===== src/design/tgs_pkg.sv =====
// ----------------------------------------------------------------------------
// tgs_pkg: shared types and constants of the green time splitter
// Field widths, register codes, parameter defaults and register reset values.
// ----------------------------------------------------------------------------
package tgs_pkg;

  localparam int SRC_W      = 2;
  localparam int VCNT_W     = 16;
  localparam int GREEN_W    = 8;
  localparam int CFG_IDX_W  = 2;
  localparam int CFG_DATA_W = 16;

  localparam int COUNT_BITS_DEF      = 16;
  localparam int SHARE_FRAC_BITS_DEF = 16;

  localparam logic [7:0]  CYCLE_RST = 8'd120;
  localparam logic [5:0]  LOST_RST  = 6'd4;
  localparam logic [7:0]  MING_RST  = 8'd10;
  localparam logic [15:0] SHARE_RST = 16'd58982;

  typedef enum logic [CFG_IDX_W-1:0] {
    REG_CYCLE = 2'd0,
    REG_LOST  = 2'd1,
    REG_MING  = 2'd2,
    REG_SHARE = 2'd3
  } reg_idx_t;

  localparam logic [SRC_W-1:0] SRC_NONE = 2'd3;

endpackage


===== src/design/tgs_in_if.sv =====
// ----------------------------------------------------------------------------
// tgs_in_if: count request channel
// Valid/ready channel carrying one tagged vehicle count.
// ----------------------------------------------------------------------------
interface tgs_in_if;
  import tgs_pkg::*;
  logic              valid;
  logic              ready;
  logic [SRC_W-1:0]  source;
  logic [VCNT_W-1:0] vehicle_count;
  modport source_mp (output valid, source, vehicle_count, input ready);
  modport sink (input valid, source, vehicle_count, output ready);
endinterface


===== src/design/tgs_out_if.sv =====
// ----------------------------------------------------------------------------
// tgs_out_if: split result channel
// Valid/ready channel carrying three greens and the counts they came from.
// ----------------------------------------------------------------------------
interface tgs_out_if;
  import tgs_pkg::*;
  logic               valid;
  logic               ready;
  logic [GREEN_W-1:0] green_a;
  logic [GREEN_W-1:0] green_b;
  logic [GREEN_W-1:0] green_c;
  logic [VCNT_W-1:0]  used_count_a;
  logic [VCNT_W-1:0]  used_count_b;
  logic [VCNT_W-1:0]  used_count_c;
  modport source (output valid, green_a, green_b, green_c,
                  used_count_a, used_count_b, used_count_c, input ready);
  modport sink (input valid, green_a, green_b, green_c,
                used_count_a, used_count_b, used_count_c, output ready);
endinterface


===== src/design/tgs_cfg_if.sv =====
// ----------------------------------------------------------------------------
// tgs_cfg_if: configuration write channel
// Valid/ready channel carrying a register index and write data.
// ----------------------------------------------------------------------------
interface tgs_cfg_if;
  import tgs_pkg::*;
  logic                  valid;
  logic                  ready;
  logic [CFG_IDX_W-1:0]  index;
  logic [CFG_DATA_W-1:0] data;
  modport source (output valid, index, data, input ready);
  modport sink (input valid, index, data, output ready);
endinterface


===== src/design/traffic_green_split.sv =====
// ----------------------------------------------------------------------------
// traffic_green_split: three approach proportional green time splitter
// Keeps the latest count per approach and splits the green time on request.
// ----------------------------------------------------------------------------
// Usage. in_ch takes one request per count: source 0..2 names approach A..C,
// source 3 updates nothing. in_ready is high only while no split is in
// progress. Once all three kept counts are nonzero a split runs and one
// result goes out on out_ch, after which the kept counts clear. cfg_ch writes
// one register per request and is always ready; write only while idle.
// A split runs on one shift-add multiplier and one restoring divider, each
// quotient followed by a rounding step: three proportional shares, the
// minimum share, up to two reductions and three greens. When the effective
// green (cycle minus three lost times) is not positive, all greens are zero.
// The result sits in an output register; a new request is taken while it
// waits, and a following split holds in its last step until out_ch frees.
// Reset restores the register defaults and clears counts and out_valid.
// ----------------------------------------------------------------------------
module traffic_green_split #(
  parameter int COUNT_BITS      = tgs_pkg::COUNT_BITS_DEF,
  parameter int SHARE_FRAC_BITS = tgs_pkg::SHARE_FRAC_BITS_DEF
) (
  input  logic      clk,
  input  logic      rst_n,
  tgs_in_if.sink    in_ch,
  tgs_out_if.source out_ch,
  tgs_cfg_if.sink   cfg_ch
);
  import tgs_pkg::*;

  localparam int CB    = COUNT_BITS;
  localparam int F     = SHARE_FRAC_BITS;
  localparam int TW    = F + 1;
  localparam int SW    = CB + 2;
  localparam int MW    = F + 9;
  localparam int DFW   = F + 11;
  localparam int YW    = F + 12;
  localparam int NW    = CB + F + 11;
  localparam int DW    = SW;
  localparam int GW    = 22;
  localparam int CNTW  = $clog2(NW + 1);
  localparam int SH_UP = (F >= 16) ? F - 16 : 0;
  localparam int SH_DN = (F < 16) ? 16 - F : 1;
  localparam int TMPW  = TW + 17;

  typedef enum logic [7:0] {
    S_IDLE  = 8'b00000001,
    S_CHECK = 8'b00000010,
    S_MUL   = 8'b00000100,
    S_DIV   = 8'b00001000,
    S_RND   = 8'b00010000,
    S_ADJ   = 8'b00100000,
    S_GST   = 8'b01000000,
    S_FIN   = 8'b10000000
  } state_t;

  typedef enum logic [3:0] {
    OP_Y = 4'b0001,
    OP_M = 4'b0010,
    OP_R = 4'b0100,
    OP_G = 4'b1000
  } op_t;

  state_t state_r, state_nxt;
  op_t    op_r;
  logic [1:0] i_r;

  logic [7:0]  cycle_r;
  logic [5:0]  lost_r;
  logic [7:0]  ming_r;
  logic [15:0] share_r;

  logic [CB-1:0] cnt_store_r [3];

  logic signed [8:0]    eff_r;
  logic signed [YW-1:0] y_r [3];
  logic signed [GW-1:0] g_r [3];
  logic [MW-1:0]  m_r;
  logic [2:0]     adj_r;
  logic [SW-1:0]  rest_r;
  logic [DFW-1:0] def_r;

  logic [NW-1:0]   a_r, acc_r, q_r;
  logic [CB-1:0]   b_r;
  logic [DW-1:0]   den_r, rem_r;
  logic [CNTW-1:0] cnt_r;

  logic              out_valid_r;
  logic [GREEN_W-1:0] green_r [3];
  logic [VCNT_W-1:0]  used_r [3];

  // Next approach at or after 'from' whose share was not raised; 3 if none.
  function automatic logic [1:0] next_unadj(input logic [2:0] adj, input logic [2:0] from);
    logic [1:0] res;
    res = 2'd3;
    for (int k = 2; k >= 0; k--) begin
      if (!adj[k] && (3'(k) >= from)) res = 2'(k);
    end
    return res;
  endfunction

  function automatic logic [GREEN_W-1:0] sat8(input logic signed [GW-1:0] g);
    if (g < 0) return '0;
    if (g > 255) return 8'd255;
    return g[GREEN_W-1:0];
  endfunction

  // Share total in Q.F.
  logic [TMPW-1:0] tot_tmp;
  logic [TW-1:0]   tot;
  always_comb begin
    if (F >= 16) begin
      tot_tmp = TMPW'(share_r) << SH_UP;
    end else begin
      tot_tmp = (TMPW'(share_r) + (TMPW'(1) << (SH_DN - 1))) >> SH_DN;
    end
    tot = tot_tmp[TW-1:0];
  end

  logic [SW-1:0] sum_c;
  assign sum_c = SW'(cnt_store_r[0]) + SW'(cnt_store_r[1]) + SW'(cnt_store_r[2]);

  logic [7:0] lost3;
  logic signed [8:0] eff_c;
  assign lost3 = 8'(lost_r) * 8'd3;
  assign eff_c = $signed({1'b0, cycle_r}) - $signed({1'b0, lost3});

  // Multiplier step.
  logic [NW-1:0] acc_nxt;
  logic          mul_last;
  assign acc_nxt  = acc_r + (b_r[0] ? a_r : '0);
  assign mul_last = (cnt_r == CNTW'(CB - 1));

  // Green from the finished product (rounding half was preloaded).
  logic [GW-2:0]        gmag;
  logic signed [GW-1:0] gval;
  assign gmag = (GW-1)'(acc_nxt >> F);
  assign gval = y_r[i_r][YW-1] ? -$signed({1'b0, gmag}) : $signed({1'b0, gmag});

  // Divider step.
  logic [DW:0]   div_t;
  logic          div_ge;
  logic [DW-1:0] rem_nxt;
  logic          div_last;
  assign div_t    = {rem_r, q_r[NW-1]};
  assign div_ge   = div_t >= {1'b0, den_r};
  assign rem_nxt  = div_ge ? DW'(div_t - {1'b0, den_r}) : div_t[DW-1:0];
  assign div_last = (cnt_r == CNTW'(NW - 1));

  logic [NW-1:0] rq;
  assign rq = q_r + NW'({rem_r, 1'b0} >= {1'b0, den_r});

  // Minimum share adjustment.
  logic signed [YW-1:0] m_s;
  logic [2:0]     adj_c;
  logic [DFW-1:0] def_c;
  logic [SW-1:0]  rest_c;
  always_comb begin
    m_s    = $signed({{(YW-MW){1'b0}}, m_r});
    def_c  = '0;
    rest_c = '0;
    for (int k = 0; k < 3; k++) begin
      adj_c[k] = y_r[k] < m_s;
      if (adj_c[k]) def_c = def_c + DFW'(m_s - y_r[k]);
      else rest_c = rest_c + SW'(cnt_store_r[k]);
    end
  end

  logic [1:0] first_unadj, next_r_idx;
  assign first_unadj = next_unadj(adj_c, 3'd0);
  assign next_r_idx  = next_unadj(adj_r, 3'(i_r) + 3'd1);

  logic [1:0] i_inc;
  assign i_inc = i_r + 2'd1;

  logic [YW-1:0] ymag_next, ymag0;
  assign ymag_next = y_r[i_inc][YW-1] ? (~y_r[i_inc] + 1'b1) : y_r[i_inc];
  assign ymag0     = y_r[0][YW-1] ? (~y_r[0] + 1'b1) : y_r[0];

  logic [NW-1:0] half;
  assign half = NW'(1) << (F - 1);

  // Final remainder placement.
  logic signed [GW-1:0] rem_g;
  logic [1:0]           k_sel;
  logic signed [GW-1:0] g_fin [3];
  always_comb begin
    rem_g = GW'(eff_r) - (g_r[0] + g_r[1] + g_r[2]);
    if (y_r[0] >= y_r[1] && y_r[0] >= y_r[2]) k_sel = 2'd0;
    else if (y_r[1] >= y_r[2]) k_sel = 2'd1;
    else k_sel = 2'd2;
    for (int k = 0; k < 3; k++) begin
      g_fin[k] = (k_sel == 2'(k)) ? g_r[k] + rem_g : g_r[k];
    end
  end

  logic any_zero;
  assign any_zero = (cnt_store_r[0] == '0) || (cnt_store_r[1] == '0) ||
                    (cnt_store_r[2] == '0);

  logic fin_go;
  assign fin_go = !out_valid_r || out_ch.ready;

  always_comb begin
    state_nxt = state_r;
    case (state_r)
      S_IDLE:  if (in_ch.valid) state_nxt = S_CHECK;
      S_CHECK: begin
        if (any_zero) state_nxt = S_IDLE;
        else if (eff_c <= 0) state_nxt = S_FIN;
        else state_nxt = S_MUL;
      end
      S_MUL: begin
        if (mul_last) begin
          if (op_r != OP_G) state_nxt = S_DIV;
          else if (i_r == 2'd2) state_nxt = S_FIN;
        end
      end
      S_DIV: if (div_last) state_nxt = S_RND;
      S_RND: begin
        case (op_r)
          OP_Y:    state_nxt = (i_r == 2'd2) ? S_DIV : S_MUL;
          OP_M:    state_nxt = S_ADJ;
          OP_R:    state_nxt = (next_r_idx == 2'd3) ? S_GST : S_MUL;
          default: state_nxt = S_IDLE;
        endcase
      end
      S_ADJ: state_nxt = (rest_c != '0 && def_c != '0) ? S_MUL : S_GST;
      S_GST: state_nxt = S_MUL;
      S_FIN: if (fin_go) state_nxt = S_IDLE;
      default: state_nxt = S_IDLE;
    endcase
  end

  assign in_ch.ready  = (state_r == S_IDLE);
  assign cfg_ch.ready = 1'b1;

  always_ff @(posedge clk) begin
    if (!rst_n) begin
      state_r     <= S_IDLE;
      op_r        <= OP_Y;
      i_r         <= '0;
      cycle_r     <= CYCLE_RST;
      lost_r      <= LOST_RST;
      ming_r      <= MING_RST;
      share_r     <= SHARE_RST;
      out_valid_r <= 1'b0;
      for (int k = 0; k < 3; k++) cnt_store_r[k] <= '0;
    end else begin
      state_r <= state_nxt;

      if (cfg_ch.valid) begin
        case (reg_idx_t'(cfg_ch.index))
          REG_CYCLE: cycle_r <= cfg_ch.data[7:0];
          REG_LOST:  lost_r  <= cfg_ch.data[5:0];
          REG_MING:  ming_r  <= cfg_ch.data[7:0];
          REG_SHARE: share_r <= cfg_ch.data;
          default: ;
        endcase
      end

      if (out_valid_r && out_ch.ready) out_valid_r <= 1'b0;

      case (state_r)
        S_IDLE: begin
          if (in_ch.valid && in_ch.source != SRC_NONE) begin
            cnt_store_r[in_ch.source] <= CB'(in_ch.vehicle_count);
          end
        end
        S_CHECK: begin
          eff_r <= eff_c;
          for (int k = 0; k < 3; k++) begin
            g_r[k] <= '0;
            y_r[k] <= '0;
          end
          op_r  <= OP_Y;
          i_r   <= 2'd0;
          a_r   <= NW'(tot);
          b_r   <= cnt_store_r[0];
          acc_r <= '0;
          cnt_r <= '0;
        end
        S_MUL: begin
          acc_r <= acc_nxt;
          a_r   <= a_r << 1;
          b_r   <= b_r >> 1;
          cnt_r <= cnt_r + 1'b1;
          if (mul_last) begin
            cnt_r <= '0;
            if (op_r == OP_G) begin
              g_r[i_r] <= gval;
              if (i_r != 2'd2) begin
                i_r   <= i_inc;
                a_r   <= NW'(ymag_next);
                b_r   <= CB'(eff_r[7:0]);
                acc_r <= half;
              end
            end else begin
              q_r   <= acc_nxt;
              rem_r <= '0;
              den_r <= (op_r == OP_Y) ? sum_c : rest_r;
            end
          end
        end
        S_DIV: begin
          q_r   <= {q_r[NW-2:0], div_ge};
          rem_r <= rem_nxt;
          cnt_r <= cnt_r + 1'b1;
        end
        S_RND: begin
          cnt_r <= '0;
          acc_r <= '0;
          case (op_r)
            OP_Y: begin
              y_r[i_r] <= $signed({1'b0, rq[YW-2:0]});
              if (i_r == 2'd2) begin
                op_r  <= OP_M;
                q_r   <= NW'({ming_r, {F{1'b0}}});
                rem_r <= '0;
                den_r <= DW'(eff_r[7:0]);
              end else begin
                i_r <= i_inc;
                a_r <= NW'(tot);
                b_r <= cnt_store_r[i_inc];
              end
            end
            OP_M: m_r <= rq[MW-1:0];
            OP_R: begin
              y_r[i_r] <= y_r[i_r] - $signed({1'b0, rq[YW-2:0]});
              if (next_r_idx != 2'd3) begin
                i_r <= next_r_idx;
                a_r <= NW'(def_r);
                b_r <= cnt_store_r[next_r_idx];
              end
            end
            default: ;
          endcase
        end
        S_ADJ: begin
          adj_r  <= adj_c;
          rest_r <= rest_c;
          def_r  <= def_c;
          for (int k = 0; k < 3; k++) begin
            if (adj_c[k]) y_r[k] <= m_s;
          end
          op_r  <= OP_R;
          i_r   <= first_unadj;
          a_r   <= NW'(def_c);
          b_r   <= cnt_store_r[first_unadj];
          acc_r <= '0;
          cnt_r <= '0;
        end
        S_GST: begin
          op_r  <= OP_G;
          i_r   <= 2'd0;
          a_r   <= NW'(ymag0);
          b_r   <= CB'(eff_r[7:0]);
          acc_r <= half;
          cnt_r <= '0;
        end
        S_FIN: begin
          if (fin_go) begin
            out_valid_r <= 1'b1;
            for (int k = 0; k < 3; k++) begin
              green_r[k]     <= sat8(g_fin[k]);
              used_r[k]      <= VCNT_W'(cnt_store_r[k]);
              cnt_store_r[k] <= '0;
            end
          end
        end
        default: ;
      endcase
    end
  end

  assign out_ch.valid        = out_valid_r;
  assign out_ch.green_a      = green_r[0];
  assign out_ch.green_b      = green_r[1];
  assign out_ch.green_c      = green_r[2];
  assign out_ch.used_count_a = used_r[0];
  assign out_ch.used_count_b = used_r[1];
  assign out_ch.used_count_c = used_r[2];

endmodule


===== src/flat_wrapper.sv =====
// flat-port wrapper written by rule: the top's interface ports become plain ports
module traffic_green_split_flat import tgs_pkg::*;
#(
  parameter int COUNT_BITS      = tgs_pkg::COUNT_BITS_DEF,
  parameter int SHARE_FRAC_BITS = tgs_pkg::SHARE_FRAC_BITS_DEF
)
  (clk, rst_n, in_ch_valid, in_ch_source, in_ch_vehicle_count, in_ch_ready, out_ch_valid, out_ch_green_a, out_ch_green_b, out_ch_green_c, out_ch_used_count_a, out_ch_used_count_b, out_ch_used_count_c, out_ch_ready, cfg_ch_valid, cfg_ch_index, cfg_ch_data, cfg_ch_ready);
  tgs_in_if in_ch_i ();
  tgs_out_if out_ch_i ();
  tgs_cfg_if cfg_ch_i ();
  input  logic clk;
  input  logic rst_n;
  input wire logic [$bits(in_ch_i.valid)-1:0] in_ch_valid;
  input wire logic [$bits(in_ch_i.source)-1:0] in_ch_source;
  input wire logic [$bits(in_ch_i.vehicle_count)-1:0] in_ch_vehicle_count;
  output wire logic [$bits(in_ch_i.ready)-1:0] in_ch_ready;
  output wire logic [$bits(out_ch_i.valid)-1:0] out_ch_valid;
  output wire logic [$bits(out_ch_i.green_a)-1:0] out_ch_green_a;
  output wire logic [$bits(out_ch_i.green_b)-1:0] out_ch_green_b;
  output wire logic [$bits(out_ch_i.green_c)-1:0] out_ch_green_c;
  output wire logic [$bits(out_ch_i.used_count_a)-1:0] out_ch_used_count_a;
  output wire logic [$bits(out_ch_i.used_count_b)-1:0] out_ch_used_count_b;
  output wire logic [$bits(out_ch_i.used_count_c)-1:0] out_ch_used_count_c;
  input wire logic [$bits(out_ch_i.ready)-1:0] out_ch_ready;
  input wire logic [$bits(cfg_ch_i.valid)-1:0] cfg_ch_valid;
  input wire logic [$bits(cfg_ch_i.index)-1:0] cfg_ch_index;
  input wire logic [$bits(cfg_ch_i.data)-1:0] cfg_ch_data;
  output wire logic [$bits(cfg_ch_i.ready)-1:0] cfg_ch_ready;
  assign in_ch_i.valid = in_ch_valid;
  assign in_ch_i.source = in_ch_source;
  assign in_ch_i.vehicle_count = in_ch_vehicle_count;
  assign in_ch_ready = in_ch_i.ready;
  assign out_ch_valid = out_ch_i.valid;
  assign out_ch_green_a = out_ch_i.green_a;
  assign out_ch_green_b = out_ch_i.green_b;
  assign out_ch_green_c = out_ch_i.green_c;
  assign out_ch_used_count_a = out_ch_i.used_count_a;
  assign out_ch_used_count_b = out_ch_i.used_count_b;
  assign out_ch_used_count_c = out_ch_i.used_count_c;
  assign out_ch_i.ready = out_ch_ready;
  assign cfg_ch_i.valid = cfg_ch_valid;
  assign cfg_ch_i.index = cfg_ch_index;
  assign cfg_ch_i.data = cfg_ch_data;
  assign cfg_ch_ready = cfg_ch_i.ready;
  traffic_green_split #(.COUNT_BITS(COUNT_BITS), .SHARE_FRAC_BITS(SHARE_FRAC_BITS)) u_core (.clk(clk), .rst_n(rst_n), .in_ch(in_ch_i), .out_ch(out_ch_i), .cfg_ch(cfg_ch_i));
endmodule

===== config.mk =====
export PLATFORM = sky130hd
export DESIGN_NAME = traffic_green_split_flat
export DESIGN_NICKNAME = d
export VERILOG_FILES = /design/src/design/tgs_pkg.sv /design/src/design/tgs_in_if.sv /design/src/design/tgs_out_if.sv /design/src/design/tgs_cfg_if.sv /design/src/design/traffic_green_split.sv /design/src/flat_wrapper.sv
export SDC_FILE = /design/constraint.sdc
export NUM_CORES = 2
export LEC_CHECK = 0
export BUFFER_PORTS_ARGS = -buffer_cell sky130_fd_sc_hd__buf_2
export CELL_PAD_IN_SITES_DETAIL_PLACEMENT = 1
export CELL_PAD_IN_SITES_GLOBAL_PLACEMENT = 1
export CORE_MARGIN = 2
export CORE_UTILIZATION = 40
export CTS_BUF_LIST = sky130_fd_sc_hd__clkbuf_4 sky130_fd_sc_hd__clkbuf_8 sky130_fd_sc_hd__clkbuf_16
export CTS_CLUSTER_SIZE = 24
export DETAILED_ROUTE_END_ITERATION = 7
export GPL_TIMING_DRIVEN = 0
export MAX_ROUTING_LAYER = met4
export PLACE_DENSITY = 0.8
export SLEW_MARGIN = 25
export SYNTH_ARGS = -nofsm -noshare
export SYNTH_HDL_FRONTEND = slang
export SYNTH_SLANG_ARGS = --single-unit

===== constraint.sdc =====
create_clock -name clk -period 8.5 [get_ports clk]
set_clock_uncertainty 0.15 [all_clocks]
set_input_delay 1.275 -clock clk [delete_from_list [all_inputs] [get_ports clk]]
set_output_delay 1.275 -clock clk [all_outputs]
set_load 0.01 [all_outputs]

Word level (Yosys, flattened, before mapping)
Memory sizes are Yosys's and may differ from the RTL's. A register that Yosys moved wholly into a read port is not among the register bits.
Cells that the tools add are included.
{"block": "word_totals", "reg_bits": 322, "mem_bits_rw": 270, "out_inout_bits": 75, "elab_cells": 353, "mem_count": 5}
{"block": "classes", "addsub": 26, "n_mul": 1, "n_lt_le_gt_ge": 18, "n_eq_ne": 38, "mux": 187, "bitwise": 9, "n_reduce_logical": 49}
{"name": "u_core.y_r", "words": 3, "width": 28, "rd": 5, "rd_ports_with_merged_regs": 1, "write_ports": 3, "line": "traffic_green_split.sv:75", "rtl": "logic signed [YW-1:0] y_r [3];"}
{"name": "u_core.g_r", "words": 3, "width": 22, "rd": 3, "rd_ports_with_merged_regs": 0, "write_ports": 3, "line": "traffic_green_split.sv:76", "rtl": "logic signed [GW-1:0] g_r [3];"}
{"name": "u_core.cnt_store_r", "words": 3, "width": 16, "rd": 6, "rd_ports_with_merged_regs": 0, "write_ports": 3, "line": "traffic_green_split.sv:72", "rtl": "logic [CB-1:0] cnt_store_r [3];"}
{"name": "u_core.used_r", "words": 3, "width": 16, "rd": 3, "rd_ports_with_merged_regs": 0, "write_ports": 3, "line": "traffic_green_split.sv:89", "rtl": "logic [VCNT_W-1:0] used_r [3];"}
{"name": "u_core.green_r", "words": 3, "width": 8, "rd": 3, "rd_ports_with_merged_regs": 0, "write_ports": 3, "line": "traffic_green_split.sv:88", "rtl": "logic [GREEN_W-1:0] green_r [3];"}
{"cell": "43-bit 2-to-1 mux", "n": 13}
{"cell": "43-bit case mux with 3 select lines", "n": 2}
{"cell": "8-bit 2-to-1 mux", "n": 29}
{"cell": "18-bit 2-to-1 mux", "n": 12}
{"cell": "43-bit case mux with 5 select lines", "n": 1}
{"cell": "28-bit 2-to-1 mux", "n": 7}
{"cell": "16-bit 2-to-1 mux", "n": 9}
{"cell": "22-bit adder", "n": 5}
{"cell": "22-bit 2-to-1 mux", "n": 5}
{"cell": "43-bit case mux with 2 select lines", "n": 1}
{"cell": "28-bit >= comparator", "n": 3}
{"cell": "28-bit by 26-bit less-than comparator with 1-bit output", "n": 3}
{"cell": "27-bit 2-to-1 mux", "n": 3}
{"cell": "26-bit by 27-bit subtractor with 27-bit output", "n": 3}
{"cell": "16-bit case mux with 5 select lines", "n": 1}
{"cell": "1-bit 2-to-1 mux", "n": 72}
{"cell": "22-bit by 9-bit greater-than comparator with 1-bit output (second input constant)", "n": 3}
{"cell": "22-bit by 1-bit less-than comparator with 1-bit output (second input constant)", "n": 3}
{"cell": "8-bit case mux with 8 select lines", "n": 1}
{"cell": "28-bit by 1-bit adder with 28-bit output (second input constant)", "n": 2}
{"cell": "28-bit inverter", "n": 2}
{"cell": "18-bit by 16-bit adder with 18-bit output", "n": 3}
{"cell": "27-bit adder", "n": 2}
{"cell": "18-bit case mux with 3 select lines", "n": 1}
{"cell": "other kinds (73)", "n": 142}

Logic depth before layout (Yosys ltp)
An unclocked memory read counts as a cell.
{"block": "depth", "word_depth": 20, "ltp_mapped": 40, "depth_no_buf": 35}

Worst setup path before layout
Ideal clock, no wire load.
{"block": "synth_timing", "path_type": "reg-to-reg", "start": "memory u_core.y_r[0][11] (netlist bit)", "end": "register u_core.state_r[2]", "setup_ns": 0.125, "arrival_ns": 8.389, "path_slack_ns": -0.164, "path_stages_with_launch": 38, "n_path_buf": 6, "period_less_slack_ns": 8.664, "path_cell_list": "edfxtp_1 inv_1 ha_1 buf_2 a21oi_1 o21ai_1 a221oi_2 o2111ai_2 and2_1 buf_4 inv_4 clkbuf_1 clkbuf_1 buf_1 nand2_1 fa_1 inv_1 ha_1 [2 not listed] a2bb2oi_1 nand2_1 nor4_1 o21bai_1 fa_1 ha_1 and4_1 a21o_1 a311o_1 a21bo_2 a2111oi_2 nor2_1 and4_4 o2111ai_1 or3b_1 xnor2_2 o311ai_1 a21boi_1"}
{"item": "start: declaration", "line": "traffic_green_split.sv:75"}
{"item": "end signal: assignment", "line": "traffic_green_split.sv:249", "rtl": "state_r <= state_nxt;"}
{"item": "end: declaration", "line": "traffic_green_split.sv:63", "rtl": "state_t state_r, state_nxt;"}

Final worst setup path
{"block": "layout_timing", "start": "register u_core.m_r[17]", "end": "register u_core.state_r[6]"}
{"item": "start: declaration", "line": "traffic_green_split.sv:77", "rtl": "logic [MW-1:0] m_r;"}
{"item": "start signal: assignment", "line": "traffic_green_split.sv:326", "rtl": "OP_M: m_r <= rq[MW-1:0];"}
{"item": "28-bit by 26-bit less-than comparator with 1-bit output *", "line": "traffic_green_split.sv:162", "rtl": "adj_c[k] = y_r[k] < m_s;"}
{"item": "via u_core.adj_c[1]", "line": "traffic_green_split.sv:154", "rtl": "logic [2:0] adj_c;"}
{"item": "27-bit 2-to-1 mux *", "line": "traffic_green_split.sv:163", "rtl": "if (adj_c[k]) def_c = def_c + DFW'(m_s - y_r[k]);"}
{"item": "27-bit adder", "line": "traffic_green_split.sv:163"}
{"item": "27-bit 2-to-1 mux *", "line": "traffic_green_split.sv:163"}
{"item": "via u_core.def_c[26]", "line": "traffic_green_split.sv:155", "rtl": "logic [DFW-1:0] def_c;"}
{"item": "27-bit nonzero test *", "line": "traffic_green_split.sv:227", "rtl": "S_ADJ: state_nxt = (rest_c != '0 && def_c != '0) ? S_MUL : S_GST;"}
{"item": "1-bit logical AND *", "line": "traffic_green_split.sv:227"}
{"item": "7-bit 2-to-1 mux *", "line": "traffic_green_split.sv:227"}
{"item": "8-bit case mux with 8 select lines *", "line": "traffic_green_split.sv:205", "rtl": "case (state_r)"}
The timed path passes the listed nets; every way through them passes the cells marked *.
A chain may end at the register's enable or synchronous reset.

==> results by group <==
Run status
  – Outcome: finished, violations left
  – Failing checks: setup timing

Final layout
  – Most common cell after layout, fill and taps aside: edfxtp_1
  – Final nets: 6726
  – Most frequent cells in the layout: edfxtp_1 (583), ha_1 (482), nand2_1 (463)
  – Layout cells sized above 1: 12.9%
  – Non-filler cells, final: 7910
  – Area grow syn2layout: 15.1%
  – Fillers: 15.2k

CTS
  – Hold buffer count at CTS: 0
  – Clock Sinks: 638
  – CTS Buf Count: 76
  – CTS tree: yes
  – Max Root-Sink Buffers: 3
  – Root buf cell: clkbuf_16
  – H-tree depth: 3
  – CTS clk-pin slew, worst paths: 0.06 ns
  – Worst-Skew Late Latency: 0.72 ns

Synthesis
  – Total of warnings raised by yosys: 0
  – Area leader, netlist: edfxtp_1
  – Synth top area share: 32.5%
  – Post-synth ARST share: 0%
  – Yosys reg bits: 638
  – Avg Inst Size Synth: 9.48 um2
  – Post-synth EDFFs: 583
  – Leading register cell type out of synthesis: edfxtp_1
  – Synth area leaders: edfxtp_1 (32%), ha_1 (12%), fa_1 (4.0%), o21ai_0 (3.4%), nand2_1 (3.3%)
  – Sequential cell area fraction in the yosys report: 34.5%
  – Yosys cell types: 120
  – Post-Synthesis Cells: 5683
  – Mapped cell area: 53900 um2

Setup path
  – Worst Path Buf+Inv: 6
  – CP delay by family, top: compound AO/OA/AOI/OAI gates
  – Crit path max fanout: 10
  – CP max stage cell: clkdlybuf4s18_2
  – Crit end category: flip-flop
  – Startpoint Class: flip-flop
  – WP data required: 8.91 ns
  – CP Class: flip-flop to flip-flop
  – Slowest stage delay, CP: 0.58 ns
  – CP arrival: 9.61 ns

Drt
  – Drt drc: 0
  – Total wire length: 227000 um
  – Drt pass-1 iters: 7
  – Antenna-violating nets left: 0
  – Initial drt markers: 5627
  – Routed len/inst: 28.7 um
  – Vias: 50.6k
  – Via-to-Cell Ratio: 6.39

Global routing
  – GR Overflow Total: 0
  – Gr usage total: 33.2%
  – Initial antenna violation count: 9
  – Vias in the first global route: 51.6k
  – First-pass GRT wire length: 333000 um
  – Largest net degree at the start of global routing: 45

Floorplan
  – Row count: 134
  – Starting Density: 40.3%
  – Die width: 371 um
  – Core region area: 134000 um2
  – I/O pins: 116
  – Die H: 371 um
  – Die ar.: 138000 um2

STA
  – Min Tclk post-route: 9.19 ns
  – Worst rel slew slack: 19.0%
  – RSZ-0062 raised after global routing: yes
  – Final Max Tran Viols: 0
  – Period utilization: 108%
  – Setup TNS: -3.46 ns
  – Final hold vios: 0
  – Final worst slack: -0.693 ns
  – F_max: 0.109 GHz
  – WHS: 0.363 ns
  – Final setup fails: 11
  – Worst Max-Slew Pin Slew: 1.21 ns

Pwr
  – Power Dens Cells: 155 nW/um2
  – Total power: 9.61 mW
  – Pleak: 25.3 nW
  – Worst IR Drop VDD: 0.172 mV

Place
  – Routability Congestion: 1.01
  – Post-Place Cells: 7606
  – Port bufs: 114
  – HPWL after DPL: 174000 um

Flow run
  – Max_cap viols: 0

Hold path
  – Worst hold-check path type: flip-flop to flip-flop
## synthesized netlist by cell type, drive strengths merged (44+ instances only)
cell type	n
a211oi	80
a21o	125
a21oi	342
a31oi	68
and2	108
and3	94
buf	54
clkbuf	153
dfxtp	55
edfxtp	583
fa	108
ha	502
inv	440
mux2i	78
mux4	71
nand2	471
nand2b	45
nand3	125
nand4	51
nor2	461
nor2b	71
nor3	108
nor4	44
o211ai	52
o21a	65
o21ai	375
xnor2	179
xor2	137
## registers in the layout, indices dropped and copies added, names as in the netlist, 24 cells and up, named ones only
signal              cells
u_core.y_r            112
u_core.g_r             66
u_core.cnt_store_r     64
u_core.used_r          48
u_core.a_r             43
u_core.acc_r           43
u_core.q_r             43
u_core.def_r           27
u_core.m_r             25
u_core.green_r         24
## worst reg2reg max path, cell delays in order, from the launching register on
cell	delay [ns]
edfxtp_1	0.53
inv_1	0.26
ha_1	0.31
a211oi_1	0.26
o211ai_1	0.12
o221ai_1	0.51
a31o_2	0.41
nand2_2	0.28
clkinv_2	0.34
clkbuf_2	0.43
clkbuf_2	0.50
buf_2	0.43
clkdlybuf4s18_2	0.58
o21bai_4	0.13
fa_2	0.58
ha_4	0.23
and4_4	0.20
a21o_1	0.18
a311o_1	0.42
a21bo_2	0.27
a2111oi_4	0.38
nor2_2	0.10
and4_4	0.21
o2111ai_2	0.18
or3b_4	0.43
xnor2_4	0.36
o31a_1	0.24
o22ai_2	0.06
## timing repair
action	4_1_cts	5_1_grt
endpoints found under the hold margin	0	0
setup buffers	141	27
endpoints found under the setup margin	46	30
pin swaps	54	54
gates resized for setup	148	64
cloned	1	0
## where the power goes
group | internal [mW] | switching, mW
registers | 3.49 | 0.106
clock network | 2.07 | 1.54
logic | 0.941 | 1.47
total | 6.50 | 3.11
## metal layers
layer | GRT usage (%) | vias to the layer above | share of wire [%]
met5 | - | - | 0
met4 | 16.6 | 0 | 6.2
met3 | 6.98 | 803 | 9.9
met2 | 52.1 | 2713 | 45
met1 | 40.5 | 25200 | 38
li1 | - | 21800 | -
## layout make-up
class | count | area [um2] | share of cell area [%]
clock inverters | 53 | 674 | 1.09
well taps | 1768 | 2210 | 3.57
diodes | 6 | 15.0 | 0.0242
flip-flops and latches | 638 | 18600 | 30.0
multi-input cells | 4412 | 33700 | 54.3
clock buffers | 86 | 2040 | 3.29
plain buffers | 198 | 912 | 1.47
repair buffers | 308 | 2200 | 3.55
inverters | 441 | 1680 | 2.71
## cell families after synthesis
family	synth area share [%]
muxes	4.90
xor gates and xnor gates	5.24
AOI/OAI and AO/OA	18.9
and+or+nand+nor	16.1
DFF	34.5
buffers and inverters	4.64
adders and majority gates	15.7
other	0.0139
## worst paths after layout
kind	endpoint	from	cells past startpoint	slack, ns
worst max-delay path	u_core.state_r[6]	u_core.m_r[17]	27	-0.69
worst min-delay path	u_core.q_r[38]	u_core.q_r[37]	2	0.36
worst max register to register	u_core.state_r[6]	u_core.m_r[17]	27	-0.69
worst min register to register	u_core.q_r[38]	u_core.q_r[37]	2	0.36
## metrics by stage
stage / worst slack, ns / util [%] / area (um2)
after global routing: -0.623 / 46.4 / 62000
after floorplan: 0.0516 / - / 54000
final: -0.693 / 46.4 / 62000
after CTS: -0.263 / 46.1 / 61500
after detailed placement: -3.52 / 42.8 / 57100
after global placement: -3.96 / 42.5 / 56700
Power figures use the tool's default switching activity.
